$ cat src/hdl/rne_pkg.sv
// Shared types, letter codes and the microcode program of the Roman numeral encoder.
`default_nettype none

package rne_pkg;

  // Field widths.
  localparam int unsigned ValueW = 12;
  localparam int unsigned CharW  = 7;
  localparam int unsigned PcW    = 5;

  // Largest value that has a Roman numeral.
  localparam logic [ValueW-1:0] MaxValid = 12'd3999;

  // ASCII codes of the numeral letters.
  localparam logic [CharW-1:0] CharI = 7'h49;
  localparam logic [CharW-1:0] CharV = 7'h56;
  localparam logic [CharW-1:0] CharX = 7'h58;
  localparam logic [CharW-1:0] CharL = 7'h4C;
  localparam logic [CharW-1:0] CharC = 7'h43;
  localparam logic [CharW-1:0] CharD = 7'h44;
  localparam logic [CharW-1:0] CharM = 7'h4D;
  localparam logic [CharW-1:0] CharNone = 7'h00;

  // Microcode operations.
  typedef enum logic [1:0] {
    OP_CHECK,   // Screen the loaded value for zero and out of range.
    OP_FIRST,   // Test one denomination and emit its first letter.
    OP_SECOND   // Emit the second letter of a subtractive pair.
  } op_e;

  // One control word of the program.
  typedef struct packed {
    op_e               op;
    logic              pair;
    logic [CharW-1:0]  letter;
    logic [ValueW-1:0] den;
    logic [PcW-1:0]    jmp;
  } uword_t;

  // Controls from the sequencer to the datapath.
  typedef struct packed {
    logic              load;
    logic              sub;
    logic              emit;
    logic [CharW-1:0]  ch;
    logic              cv;
    logic              last;
    logic              err;
    logic [ValueW-1:0] den;
  } seq_ctrl_t;

  // Status from the datapath to the sequencer.
  typedef struct packed {
    logic zero;
    logic over;
    logic ge;
    logic diff_zero;
    logic out_free;
  } dp_stat_t;

  function automatic uword_t make_uword(op_e op, logic pair, logic [CharW-1:0] letter,
                                        logic [ValueW-1:0] den, logic [PcW-1:0] jmp);
    uword_t w;
    w.op     = op;
    w.pair   = pair;
    w.letter = letter;
    w.den    = den;
    w.jmp    = jmp;
    return w;
  endfunction

  // The program. A first step jumps to its jmp field when the remainder is
  // below the denomination; a second step jumps back to its first step.
  function automatic uword_t ucode_word(logic [PcW-1:0] pc);
    uword_t w;
    case (pc)
      5'd0:    w = make_uword(OP_CHECK,  1'b0, CharNone, 12'd0,    5'd1);
      5'd1:    w = make_uword(OP_FIRST,  1'b0, CharM,    12'd1000, 5'd2);
      5'd2:    w = make_uword(OP_FIRST,  1'b1, CharC,    12'd900,  5'd4);
      5'd3:    w = make_uword(OP_SECOND, 1'b0, CharM,    12'd900,  5'd2);
      5'd4:    w = make_uword(OP_FIRST,  1'b0, CharD,    12'd500,  5'd5);
      5'd5:    w = make_uword(OP_FIRST,  1'b1, CharC,    12'd400,  5'd7);
      5'd6:    w = make_uword(OP_SECOND, 1'b0, CharD,    12'd400,  5'd5);
      5'd7:    w = make_uword(OP_FIRST,  1'b0, CharC,    12'd100,  5'd8);
      5'd8:    w = make_uword(OP_FIRST,  1'b1, CharX,    12'd90,   5'd10);
      5'd9:    w = make_uword(OP_SECOND, 1'b0, CharC,    12'd90,   5'd8);
      5'd10:   w = make_uword(OP_FIRST,  1'b0, CharL,    12'd50,   5'd11);
      5'd11:   w = make_uword(OP_FIRST,  1'b1, CharX,    12'd40,   5'd13);
      5'd12:   w = make_uword(OP_SECOND, 1'b0, CharL,    12'd40,   5'd11);
      5'd13:   w = make_uword(OP_FIRST,  1'b0, CharX,    12'd10,   5'd14);
      5'd14:   w = make_uword(OP_FIRST,  1'b1, CharI,    12'd9,    5'd16);
      5'd15:   w = make_uword(OP_SECOND, 1'b0, CharX,    12'd9,    5'd14);
      5'd16:   w = make_uword(OP_FIRST,  1'b0, CharV,    12'd5,    5'd17);
      5'd17:   w = make_uword(OP_FIRST,  1'b1, CharI,    12'd4,    5'd19);
      5'd18:   w = make_uword(OP_SECOND, 1'b0, CharV,    12'd4,    5'd17);
      5'd19:   w = make_uword(OP_FIRST,  1'b0, CharI,    12'd1,    5'd0);
      default: w = make_uword(OP_CHECK,  1'b0, CharNone, 12'd0,    5'd0);
    endcase
    return w;
  endfunction

endpackage

`default_nettype wire

$ cat src/hdl/rne_datapath.sv
// Remainder register, denomination compare and subtract, and the output register.
`default_nettype none

module rne_datapath import rne_pkg::*; (
  input  wire logic              clk_i,
  input  wire logic              rst_ni,
  input  wire logic [ValueW-1:0] value_i,
  input  wire seq_ctrl_t         ctrl_i,
  output dp_stat_t               stat_o,
  input  wire logic              out_ready_i,
  output logic                   out_valid_o,
  output logic [CharW-1:0]       ascii_char_o,
  output logic                   char_valid_o,
  output logic                   last_o,
  output logic                   range_error_o
);

  logic [ValueW-1:0] rem_q, rem_d;
  logic [ValueW:0]   diff;
  logic              out_valid_q, out_valid_d;
  logic [CharW-1:0]  char_q;
  logic              cv_q, last_q, err_q;

  // Compare and subtract against the current denomination.
  assign diff = {1'b0, rem_q} - {1'b0, ctrl_i.den};

  always_comb begin
    stat_o.zero      = (rem_q == '0);
    stat_o.over      = (rem_q > MaxValid);
    stat_o.ge        = ~diff[ValueW];
    stat_o.diff_zero = (diff == '0);
    stat_o.out_free  = ~out_valid_q | out_ready_i;
  end

  // Next remainder.
  always_comb begin
    rem_d = rem_q;
    if (ctrl_i.load) begin
      rem_d = value_i;
    end else if (ctrl_i.sub) begin
      rem_d = diff[ValueW-1:0];
    end
  end

  always_ff @(posedge clk_i or negedge rst_ni) begin
    if (!rst_ni) begin
      rem_q <= '0;
    end else begin
      rem_q <= rem_d;
    end
  end

  // Output register: filled on emit, emptied when the receiver takes the item.
  always_comb begin
    out_valid_d = out_valid_q;
    if (ctrl_i.emit) begin
      out_valid_d = 1'b1;
    end else if (out_ready_i) begin
      out_valid_d = 1'b0;
    end
  end

  always_ff @(posedge clk_i or negedge rst_ni) begin
    if (!rst_ni) begin
      out_valid_q <= 1'b0;
    end else begin
      out_valid_q <= out_valid_d;
    end
  end

  always_ff @(posedge clk_i) begin
    if (ctrl_i.emit) begin
      char_q <= ctrl_i.ch;
      cv_q   <= ctrl_i.cv;
      last_q <= ctrl_i.last;
      err_q  <= ctrl_i.err;
    end
  end

  assign out_valid_o   = out_valid_q;
  assign ascii_char_o  = char_q;
  assign char_valid_o  = cv_q;
  assign last_o        = last_q;
  assign range_error_o = err_q;

  // An error item is always a lone, empty, final item.
  a_err_is_last: assert property (@(posedge clk_i) disable iff (!rst_ni)
    (out_valid_q && err_q) |-> (last_q && !cv_q))
    else $error("range error item without last or with a letter");

  // A letter item carries one of the seven numeral letters.
  a_letter_code: assert property (@(posedge clk_i) disable iff (!rst_ni)
    (out_valid_q && cv_q) |-> (char_q == CharI || char_q == CharV || char_q == CharX ||
                               char_q == CharL || char_q == CharC || char_q == CharD ||
                               char_q == CharM))
    else $error("letter item with a code that is no numeral letter");

  // The remainder only shrinks between loads.
  a_rem_shrinks: assert property (@(posedge clk_i) disable iff (!rst_ni)
    !ctrl_i.load |=> (rem_q <= $past(rem_q)))
    else $error("remainder grew without a load");

  // Emit is only issued when the output register can take it.
  a_emit_free: assert property (@(posedge clk_i) disable iff (!rst_ni)
    ctrl_i.emit |-> stat_o.out_free)
    else $error("emit into a full output register");

endmodule

`default_nettype wire

$ cat src/hdl/rne_sequencer.sv
// Microcode sequencer: step counter, program lookup and branch decisions.
`default_nettype none

module rne_sequencer import rne_pkg::*; (
  input  wire logic     clk_i,
  input  wire logic     rst_ni,
  input  wire logic     in_valid_i,
  output logic          in_ready_o,
  input  wire dp_stat_t stat_i,
  output seq_ctrl_t     ctrl_o
);

  logic [PcW-1:0] pc_q, pc_d;
  logic           busy_q, busy_d;
  uword_t         uw;

  assign uw         = ucode_word(pc_q);
  assign in_ready_o = ~busy_q;

  // Decode the current control word against the datapath status.
  always_comb begin
    pc_d        = pc_q;
    busy_d      = busy_q;
    ctrl_o.load = in_valid_i & ~busy_q;
    ctrl_o.sub  = 1'b0;
    ctrl_o.emit = 1'b0;
    ctrl_o.ch   = CharNone;
    ctrl_o.cv   = 1'b0;
    ctrl_o.last = 1'b0;
    ctrl_o.err  = 1'b0;
    ctrl_o.den  = uw.den;

    if (!busy_q) begin
      if (in_valid_i) begin
        busy_d = 1'b1;
        pc_d   = '0;
      end
    end else begin
      case (uw.op)
        OP_CHECK: begin
          if (stat_i.zero || stat_i.over) begin
            if (stat_i.out_free) begin
              ctrl_o.emit = 1'b1;
              ctrl_o.last = 1'b1;
              ctrl_o.err  = stat_i.over;
              busy_d      = 1'b0;
              pc_d        = '0;
            end
          end else begin
            pc_d = uw.jmp;
          end
        end
        OP_FIRST: begin
          if (!stat_i.ge) begin
            pc_d = uw.jmp;
          end else if (stat_i.out_free) begin
            ctrl_o.emit = 1'b1;
            ctrl_o.ch   = uw.letter;
            ctrl_o.cv   = 1'b1;
            if (uw.pair) begin
              pc_d = pc_q + 5'd1;
            end else begin
              ctrl_o.sub  = 1'b1;
              ctrl_o.last = stat_i.diff_zero;
              if (stat_i.diff_zero) begin
                busy_d = 1'b0;
                pc_d   = '0;
              end
            end
          end
        end
        OP_SECOND: begin
          if (stat_i.out_free) begin
            ctrl_o.emit = 1'b1;
            ctrl_o.ch   = uw.letter;
            ctrl_o.cv   = 1'b1;
            ctrl_o.sub  = 1'b1;
            ctrl_o.last = stat_i.diff_zero;
            if (stat_i.diff_zero) begin
              busy_d = 1'b0;
              pc_d   = '0;
            end else begin
              pc_d = uw.jmp;
            end
          end
        end
        default: begin
          busy_d = 1'b0;
          pc_d   = '0;
        end
      endcase
    end
  end

  always_ff @(posedge clk_i or negedge rst_ni) begin
    if (!rst_ni) begin
      pc_q   <= '0;
      busy_q <= 1'b0;
    end else begin
      pc_q   <= pc_d;
      busy_q <= busy_d;
    end
  end

  // Between items the step counter rests at the program start.
  a_idle_pc: assert property (@(posedge clk_i) disable iff (!rst_ni)
    !busy_q |-> (pc_q == '0))
    else $error("step counter away from start while idle");

  // An accepted item starts the program in the next cycle.
  a_accept_starts: assert property (@(posedge clk_i) disable iff (!rst_ni)
    (in_valid_i && !busy_q) |=> (busy_q && pc_q == '0))
    else $error("accepted item did not start the program");

  // A stalled second-letter step holds its place.
  a_stall_holds: assert property (@(posedge clk_i) disable iff (!rst_ni)
    (busy_q && uw.op == OP_SECOND && !stat_i.out_free) |=> (busy_q && $stable(pc_q)))
    else $error("sequencer moved while the output register was full");

  // The item ends exactly on an emit marked last.
  a_end_on_last: assert property (@(posedge clk_i) disable iff (!rst_ni)
    (busy_q && !busy_d) |-> (ctrl_o.emit && ctrl_o.last))
    else $error("item ended without a final emit");

endmodule

`default_nettype wire

$ cat src/hdl/roman_numeral_encoder.sv
// Top level of the Roman numeral encoder: sequencer plus datapath.
//
// Usage: one 12-bit value enters on the input channel (in_valid_i / in_ready_o)
// and leaves as a run of items on the output channel (out_valid_o / out_ready_i),
// one ASCII letter per item, most significant first, last_o on the final one.
// Zero gives one empty item with last_o set; a value above 3999 gives one
// empty item with range_error_o and last_o set.
// Program: a microcoded program runs one step per cycle unless an emitting step
// stalls on a full output register. The range check takes one step, each letter
// one step, and each denomination passed before the one that ends the numeral
// one step; 3888 takes the most steps. Zero or an out-of-range value gets its
// single item from the check step itself; the first letter of a numeral follows
// the check step and any denominations passed before it.
// in_ready_o is high only while no program is running.
// Stalls: results pass through a single output register; while the receiver
// holds out_ready_i low and that register is full, the program freezes on its
// emitting step, so nothing is lost or repeated.
// Reset: rst_ni clears the program state and empties the output register.
`default_nettype none

module roman_numeral_encoder import rne_pkg::*; (
  input  wire logic              clk_i,
  input  wire logic              rst_ni,
  input  wire logic              in_valid_i,
  output logic                   in_ready_o,
  input  wire logic [ValueW-1:0] value_i,
  output logic                   out_valid_o,
  input  wire logic              out_ready_i,
  output logic [CharW-1:0]       ascii_char_o,
  output logic                   char_valid_o,
  output logic                   last_o,
  output logic                   range_error_o
);

  seq_ctrl_t ctrl;
  dp_stat_t  stat;

  rne_sequencer u_seq (
    .clk_i      (clk_i),
    .rst_ni     (rst_ni),
    .in_valid_i (in_valid_i),
    .in_ready_o (in_ready_o),
    .stat_i     (stat),
    .ctrl_o     (ctrl)
  );

  rne_datapath u_dp (
    .clk_i         (clk_i),
    .rst_ni        (rst_ni),
    .value_i       (value_i),
    .ctrl_i        (ctrl),
    .stat_o        (stat),
    .out_ready_i   (out_ready_i),
    .out_valid_o   (out_valid_o),
    .ascii_char_o  (ascii_char_o),
    .char_valid_o  (char_valid_o),
    .last_o        (last_o),
    .range_error_o (range_error_o)
  );

endmodule

`default_nettype wire
$ cat config.mk
export PLATFORM = sky130hd
export DESIGN_NAME = roman_numeral_encoder
export DESIGN_NICKNAME = d
export VERILOG_FILES = /design/src/hdl/rne_pkg.sv /design/src/hdl/rne_datapath.sv /design/src/hdl/rne_sequencer.sv /design/src/hdl/roman_numeral_encoder.sv
export SDC_FILE = /design/constraint.sdc
export NUM_CORES = 1
export LEC_CHECK = 0
export BUFFER_PORTS_ARGS = -buffer_cell sky130_fd_sc_hd__buf_2
export CAP_MARGIN = 20
export CORE_MARGIN = 2
export CORE_UTILIZATION = 60
export CTS_CLUSTER_DIAMETER = 50
export CTS_CLUSTER_SIZE = 10
export DETAILED_ROUTE_END_ITERATION = 10
export PLACE_DENSITY_LB_ADDON = 0.25
export SETUP_SLACK_MARGIN = 0.2
export SLEW_MARGIN = 25
export SYNTH_ARGS = -nofsm -noshare
export SYNTH_HDL_FRONTEND = slang
export SYNTH_SLANG_ARGS = --single-unit
$ cat constraint.sdc
create_clock -name clk_i -period 9.8 [get_ports clk_i]
set_input_delay 0.98 -clock clk_i [delete_from_list [all_inputs] [get_ports clk_i]]
set_output_delay 0.98 -clock clk_i [all_outputs]
set_load 0.1 [all_outputs]
# After elaboration in Yosys (flattened, before gate mapping)
# Memories as Yosys holds them, arrays and structs flattened.
# Index checks and enable logic that the tools add are counted.
[totals] ff_bits=29 latch_bits=0 ram_bits=0 rom_bits=768 inputBits=16 elab_cells=71 memories=1
[classes] addsub=2 multipliers=0 div_mod_pow=0 n_lt_le_gt_ge=1 n_eq_ne=6 n_shift=0 mux=40 bitwise=4 n_reduce_logical=9
[mem_list] name="(name not given)" words=32 width=24 rd=1 rd_clocked_by_memory_dff=0 write_ports=0 line_no="rne_pkg.sv:76" rtl="case (pc)"
[op_table] cell="two-way mux 5 bit" n=10
[op_table] cell="two-way mux 12 bit" n=3
[op_table] cell="two-way mux 11 bit" n=3
[op_table] cell="two-way mux 1 bit" n=16
[op_table] cell="case mux 8 bit (2 select lines)" n=1
[op_table] cell="case mux 5 bit (3 select lines)" n=1
[op_table] cell="logical NOT 13 bit" n=1
[op_table] cell="subtractor 12 x 12 -> 13 bit" n=1
[op_table] cell="greater-than comparator 12 bit (second input constant)" n=1
[op_table] cell="logical NOT 12 bit" n=1
[op_table] cell="case mux 1 bit (3 select lines)" n=3
[op_table] cell="nonzero test 2 bit" n=3
[op_table] cell="adder 5 x 1 -> 5 bit (second input constant)" n=1
[op_table] cell="inequality test 5 x 3 -> 1 bit (second input constant)" n=1
[op_table] cell="AND reduction 5 bit" n=1
[op_table] cell="two-way mux 2 bit" n=2
[op_table] cell="inequality test 4 x 3 -> 1 bit (second input constant)" n=1
[op_table] cell="inequality test 4 bit (second input constant)" n=1
[op_table] cell="AND reduction 4 bit" n=1
[op_table] cell="inequality test 3 bit (second input constant)" n=1
[op_table] cell="== test 2 x 1 -> 1 bit (second input constant)" n=1
[op_table] cell="== test 2 bit (second input constant)" n=1
[op_table] cell="logical NOT 2 bit" n=1
[op_table] cell="inverter 1 bit" n=2
[op_table] cell="other kinds (4)" n=4

# Depth between registers and ports, before layout
# An unclocked memory read counts as a cell.
[depth] ltp_word=10 ltp_mapped=17 mapped_depth_nobuf=15

# Hierarchy
# A second synthesis with hierarchy kept.
[unflattened] hier_cells=376 area_unflattened_um2=3062.9
[modules_own_cells] module="rne_datapath" n_inst=1 cells_per_inst=182 area_each_um2=1697.9 seq_area_each_um2=625.6
[modules_own_cells] module="rne_sequencer" n_inst=1 cells_per_inst=194 area_each_um2=1365.1 seq_area_each_um2=150.1

# Least setup slack after synthesis
# OpenSTA, ideal clock, no wires.
[synth_timing] kind="register to register" start="register u_seq.pc_q[2]" end="register u_seq.pc_q[2]" t_arrival_ps=3737 required_time_ps=9714 slack_ps=5977 path_stages_with_launch=16 path_buffers=4 period_less_slack_ps=3823 cell_sequence="dfrtp_1 > clkbuf_1 > clkbuf_1 > clkbuf_1 > o31ai_1 > ha_1 > fa_1 > or2b_1 > a21oi_1 > o31ai_1 > and2_1 > o311a_1 > and4_1 > buf_6 > or2_4 > o221ai_2"
[synth_via] elab_chain_cells=7 elab_cells_between_ends=20 cone_classes="add/sub: 2; eq/ne: 6; mux: 8; reduce/logical: 3; memory: 1"
[synth_rtl] item="start, declared" line_no="rne_sequencer.sv:13" rtl="logic [PcW-1:0] pc_q, pc_d;"
[synth_rtl] item="start signal, assigned" line_no="rne_sequencer.sv:100" rtl="pc_q <= pc_d;"
[synth_rtl] item="memory read (32 x 24 bit)"
[synth_rtl] item="subtractor 12 x 12 -> 13 bit" line_no="rne_datapath.sv:25" rtl="assign diff = {1'b0, rem_q} - {1'b0, ctrl_i.den};"
[synth_rtl] item="logical NOT 13 bit" line_no="rne_datapath.sv:31" rtl="stat_o.diff_zero = (diff == '0);"
[synth_rtl] item="two-way mux 5 bit" line_no="rne_sequencer.sv:79" rtl="if (stat_i.diff_zero) begin"
[synth_rtl] item="two-way mux 5 bit" line_no="rne_sequencer.sv:73" rtl="if (stat_i.out_free) begin"
[synth_rtl] item="case mux 5 bit (3 select lines)" line_no="rne_sequencer.sv:39" rtl="case (uw.op)"
[synth_rtl] item="two-way mux 5 bit" line_no="rne_sequencer.sv:33" rtl="if (!busy_q) begin"
# Several ways; a longest one is shown, not always the timed one. The select of a mux whose other input is x is not followed.
# A chain may end at the register's enable or synchronous reset.

# Worst setup path in the final report
[layout_timing] start="register u_seq.pc_q[2]" end="register u_dp.rem_q[11]"
[layout_via] elab_chain_cells=7 elab_cells_between_ends=12 cone_classes="add/sub: 1; eq/ne: 2; mux: 7; reduce/logical: 1; memory: 1"
[layout_rtl] item="memory read (32 x 24 bit) (*)"
[layout_rtl] item="branches (longest 6 deep; another with subtractor 12 x 12 -> 13 bit)"
[layout_rtl] item="end signal, assigned" line_no="rne_datapath.sv:49" rtl="rem_q <= rem_d;"
[layout_rtl] item="end, declared" line_no="rne_datapath.sv:18" rtl="logic [ValueW-1:0] rem_q, rem_d;"
# Every way passes the cells marked *. The select of a mux whose other input is x is not followed.

==> results.yml <==
synthesis:
  synth_enable_flop_cells: 9
  leading_register_cell_type_out_of_synthesis: "dfrtp_1"
  synthMuxAreaShare: 0.03158
  area_fraction_in_compound_gates_after_synthesis: 0.2646
  post_synth_xor_area_fraction: 0.03585
  synth-simple-area-share: 0.2488
  cells_after_synth: 383
  syn-num-nets: 423
  seq_total_area_yosys: 0.2544
  synth_adder_area_share: 0.1050
  ys_warn_count: 0
  synth_top_family_by_area: "compound AO/OA/AOI/OAI gates"
  post_synth.cell_area_avg_um2: 7.654
  synth.cell_area_um2: 2932
  ys_ff_latch: 28
  netlist-cell-type-count: 64
  ys_async_sr_fraction: 0.6786
critical_path:
  worst_setup_path_start_kind: "register"
  worstSetupEndpointType: "register"
  timing.critical_path.cells: "clkinv_1, ha_1, inv_1, a21oi_1, o21ai_0, ha_1, or2b_1, a21oi_1, o31ai_1, a211oi_1, o21ai_2, a211oi_1, xor2_1, mux2_2"
  critical_path.n_buffers_inverters: 2
  critPathArrivalTime_ns: 4.99
  path_class: "register to register"
  critPathMaxFanout: 34
  cpMaxStageDelayCell: "dfrtp_1"
  worstPathRequired_ns: 9.97
  timing.critical_path.slowest_cell_delay_ns: 1.03
  timing.critical_path.depth: 14
  worstRegToRegCells: 14
  cpLargestDelayFamily: "compound AO/OA/AOI/OAI gates"
sta:
  timing_hold_violations_final: 0
  worst_margin_pin_slew_ns: 1.013
  timing.slew.headroom: 0.3245
  rsz_0062_raised_after_global_routing: "false"
  fmaxAchievable_mhz: 207.5
  setup_viol: 0
  period_needed_ns: 4.819
  worst_clock_skew_ns: 0.003839
  final_max_slew_viol_count: 0
  timing.final.crit_share: 0.4917
  setup_total_neg_slack_ns: 0
grt:
  via_count_of_the_first_global_routing_pass: 2590
  grt_pass1_wl_um: 12610
  grt_antenna_before_repair: 0
  grtUsageTotal: 0.2944
  globalRouteOverflowTotal: 0
  grt_start_max_net_pins: 35
clock_network:
  h_tree_levels: 1
  post_cts_resize_count: 0
  cts-root-buf: "clkbuf_8"
  clock_sinks: 28
  cts_inserted_buffers: 3
  cts.reportedPaths.clkPinSlew_ns: 0.10
  cts_buffer_depth: 2
  tritoncts: "built"
  cts_hold_repair.buffers: 0
  post_cts_buffers: 0
  worst_skew_pair.late_latency_ns: 0.27
layout:
  net_count_of_the_finished_layout: 434
  areaGrowthSynthToFinish_pct: 6.231
  n_fill_cell: 416
  num_antenna_cells: 0
  final_layout_size_suffix_gt1_frac: 0.1094
  finalInstanceArea_um2: 3114
detailed_routing:
  vias: 2875
  totalWireLength_um: 7734
  dr.pass1.iters: 5
  vias_per_cell: 6.250
  drt.antenna.violating_nets: 0
  route.detailed.drc: 0
  first_iter_violations: 308
  wl_per_cell_um: 16.81
worst_hold_path:
  hold_path_class: "register to register"
  holdPathStages: 2
floorplanning:
  floorplan.die_area_um2: 5461
  floorplan.io_pins: 28
  die-height_um: 73.90
  core_area_um2: 4723
  fp.dieW_um: 73.90
  core.rowCount: 25
  starting_density_of_the_core: 0.6207
placed_design:
  dp.final_hpwl_um: 5858
  port-buffer-count: 26
  cell_area_reported_after_detailed_placement_um2: 3059
  gp_routability_congestion: 0.9789
run:
  drv.max_cap_violation_count: 0
status:
  run_status: "finished clean"
-- cells in the mapped netlist (all sizes together), types with 3 or more instances --
master / count / area (um^2)
inv: 19 / 71.32
or2: 3 / 21.27
nor4: 3 / 18.77
o21ai: 27 / 138.9
o21a: 4 / 30.03
nand2b: 11 / 68.82
a211oi: 7 / 52.55
a21o: 4 / 30.03
edfxtp: 9 / 270.3
dfrtp: 19 / 475.5
nor3: 8 / 50.05
ha: 23 / 287.8
buf: 8 / 47.54
clkbuf: 13 / 48.80
nand2: 43 / 161.4
o22ai: 4 / 25.02
a31oi: 10 / 62.56
xor2: 5 / 43.79
nor3b: 3 / 22.52
and2: 4 / 25.02
nor2: 43 / 161.4
xnor2: 7 / 61.31
nor2b: 4 / 25.02
o311ai: 3 / 33.79
mux2i: 7 / 70.07
nand3: 11 / 55.05
a22oi: 5 / 37.54
and4: 4 / 35.03
a21oi: 32 / 160.2
and3: 6 / 37.54
-- worst register-to-register path, cell delays in order, from the launching register on --
cell      delay, ns
dfrtp_1        1.03
clkinv_1       0.50
ha_1           0.35
inv_1          0.10
a21oi_1        0.06
o21ai_0        0.11
ha_1           0.30
or2b_1         0.21
a21oi_1        0.07
o31ai_1        0.51
a211oi_1       0.24
o21ai_2        0.64
a211oi_1       0.13
xor2_1         0.18
mux2_2         0.27
-- flip-flops by register name (all words and copies together) (netlist names) --
| signal | cells |
|---|---|
| u_dp.ascii_char_o | 6 |
| u_dp.char_valid_o | 1 |
| u_dp.last_o | 1 |
| u_dp.out_valid_o | 1 |
| u_dp.range_error_o | 1 |
| u_dp.rem_q | 12 |
| u_seq.busy_q | 1 |
| u_seq.pc_q | 5 |
-- per-layer routing --
layer  wire length [um]  global-route usage
met2               3401              0.4474
met3                637             0.05350
met1               3551              0.4309
met4                144             0.07879
met5                  0                   0
-- worst paths after layout --
check | end | slack, ns | start
hold reg to reg | u_dp.rem_q[0] | 0.61 | u_dp.rem_q[0]
setup / recovery | u_dp.rem_q[11] | 4.98 | u_seq.pc_q[2]
max in group asynchronous | u_seq.busy_q | 8.87 | rst_ni
hold / removal | u_dp.rem_q[0] | 0.61 | u_dp.rem_q[0]
min in group asynchronous | u_dp.rem_q[1] | 0.63 | rst_ni
setup reg to reg | u_dp.rem_q[11] | 4.98 | u_seq.pc_q[2]
-- stage by stage --
stage               hold WS (ns)  cells  utilization  setup slack (ns)
floorplan                 0.5108    383            -             5.977
global placement          0.5690    456       0.6472             5.314
detailed placement        0.5798    456       0.6477             5.142
CTS                       0.6071    460       0.6593             5.069
global route              0.6488    460       0.6593             4.610
finish                    0.6070    460       0.6593             4.981
-- cells in the final DEF (no fill, tap or decap), types with 9 or more instances in the layout --
cell	instances
o21ai_0	25
a21oi_1	32
edfxtp_1	9
nand2_1	43
a31oi_1	10
ha_1	23
buf_2	26
inv_1	19
nand2b_1	11
nor2_1	43
dfrtp_1	19
nand3_1	11
-- layout make-up --
type / instances / area (um^2) / share of cell area
Inverter: 20 / 75.07 / 0.02411
Tap cell: 67 / 83.83 / 0.02692
Sequential cell: 28 / 745.7 / 0.2395
Timing Repair Buffer: 27 / 137.6 / 0.04419
Clock buffer: 4 / 55.05 / 0.01768
Multi-Input combinational cell: 314 / 2017 / 0.6476
-- logic make-up after synthesis --
group,Yosys count
xor gates and xnor gates,12
AOI/OAI and AO/OA,119
adders and majority gates,24
DFF,28
muxes,9
and+or+nand+nor,149
other,1
buffers and inverters,41
Power is left out: the tool's default activity adds up to more than one toggle a clock period on the data nets, which glitch-free logic cannot reach.
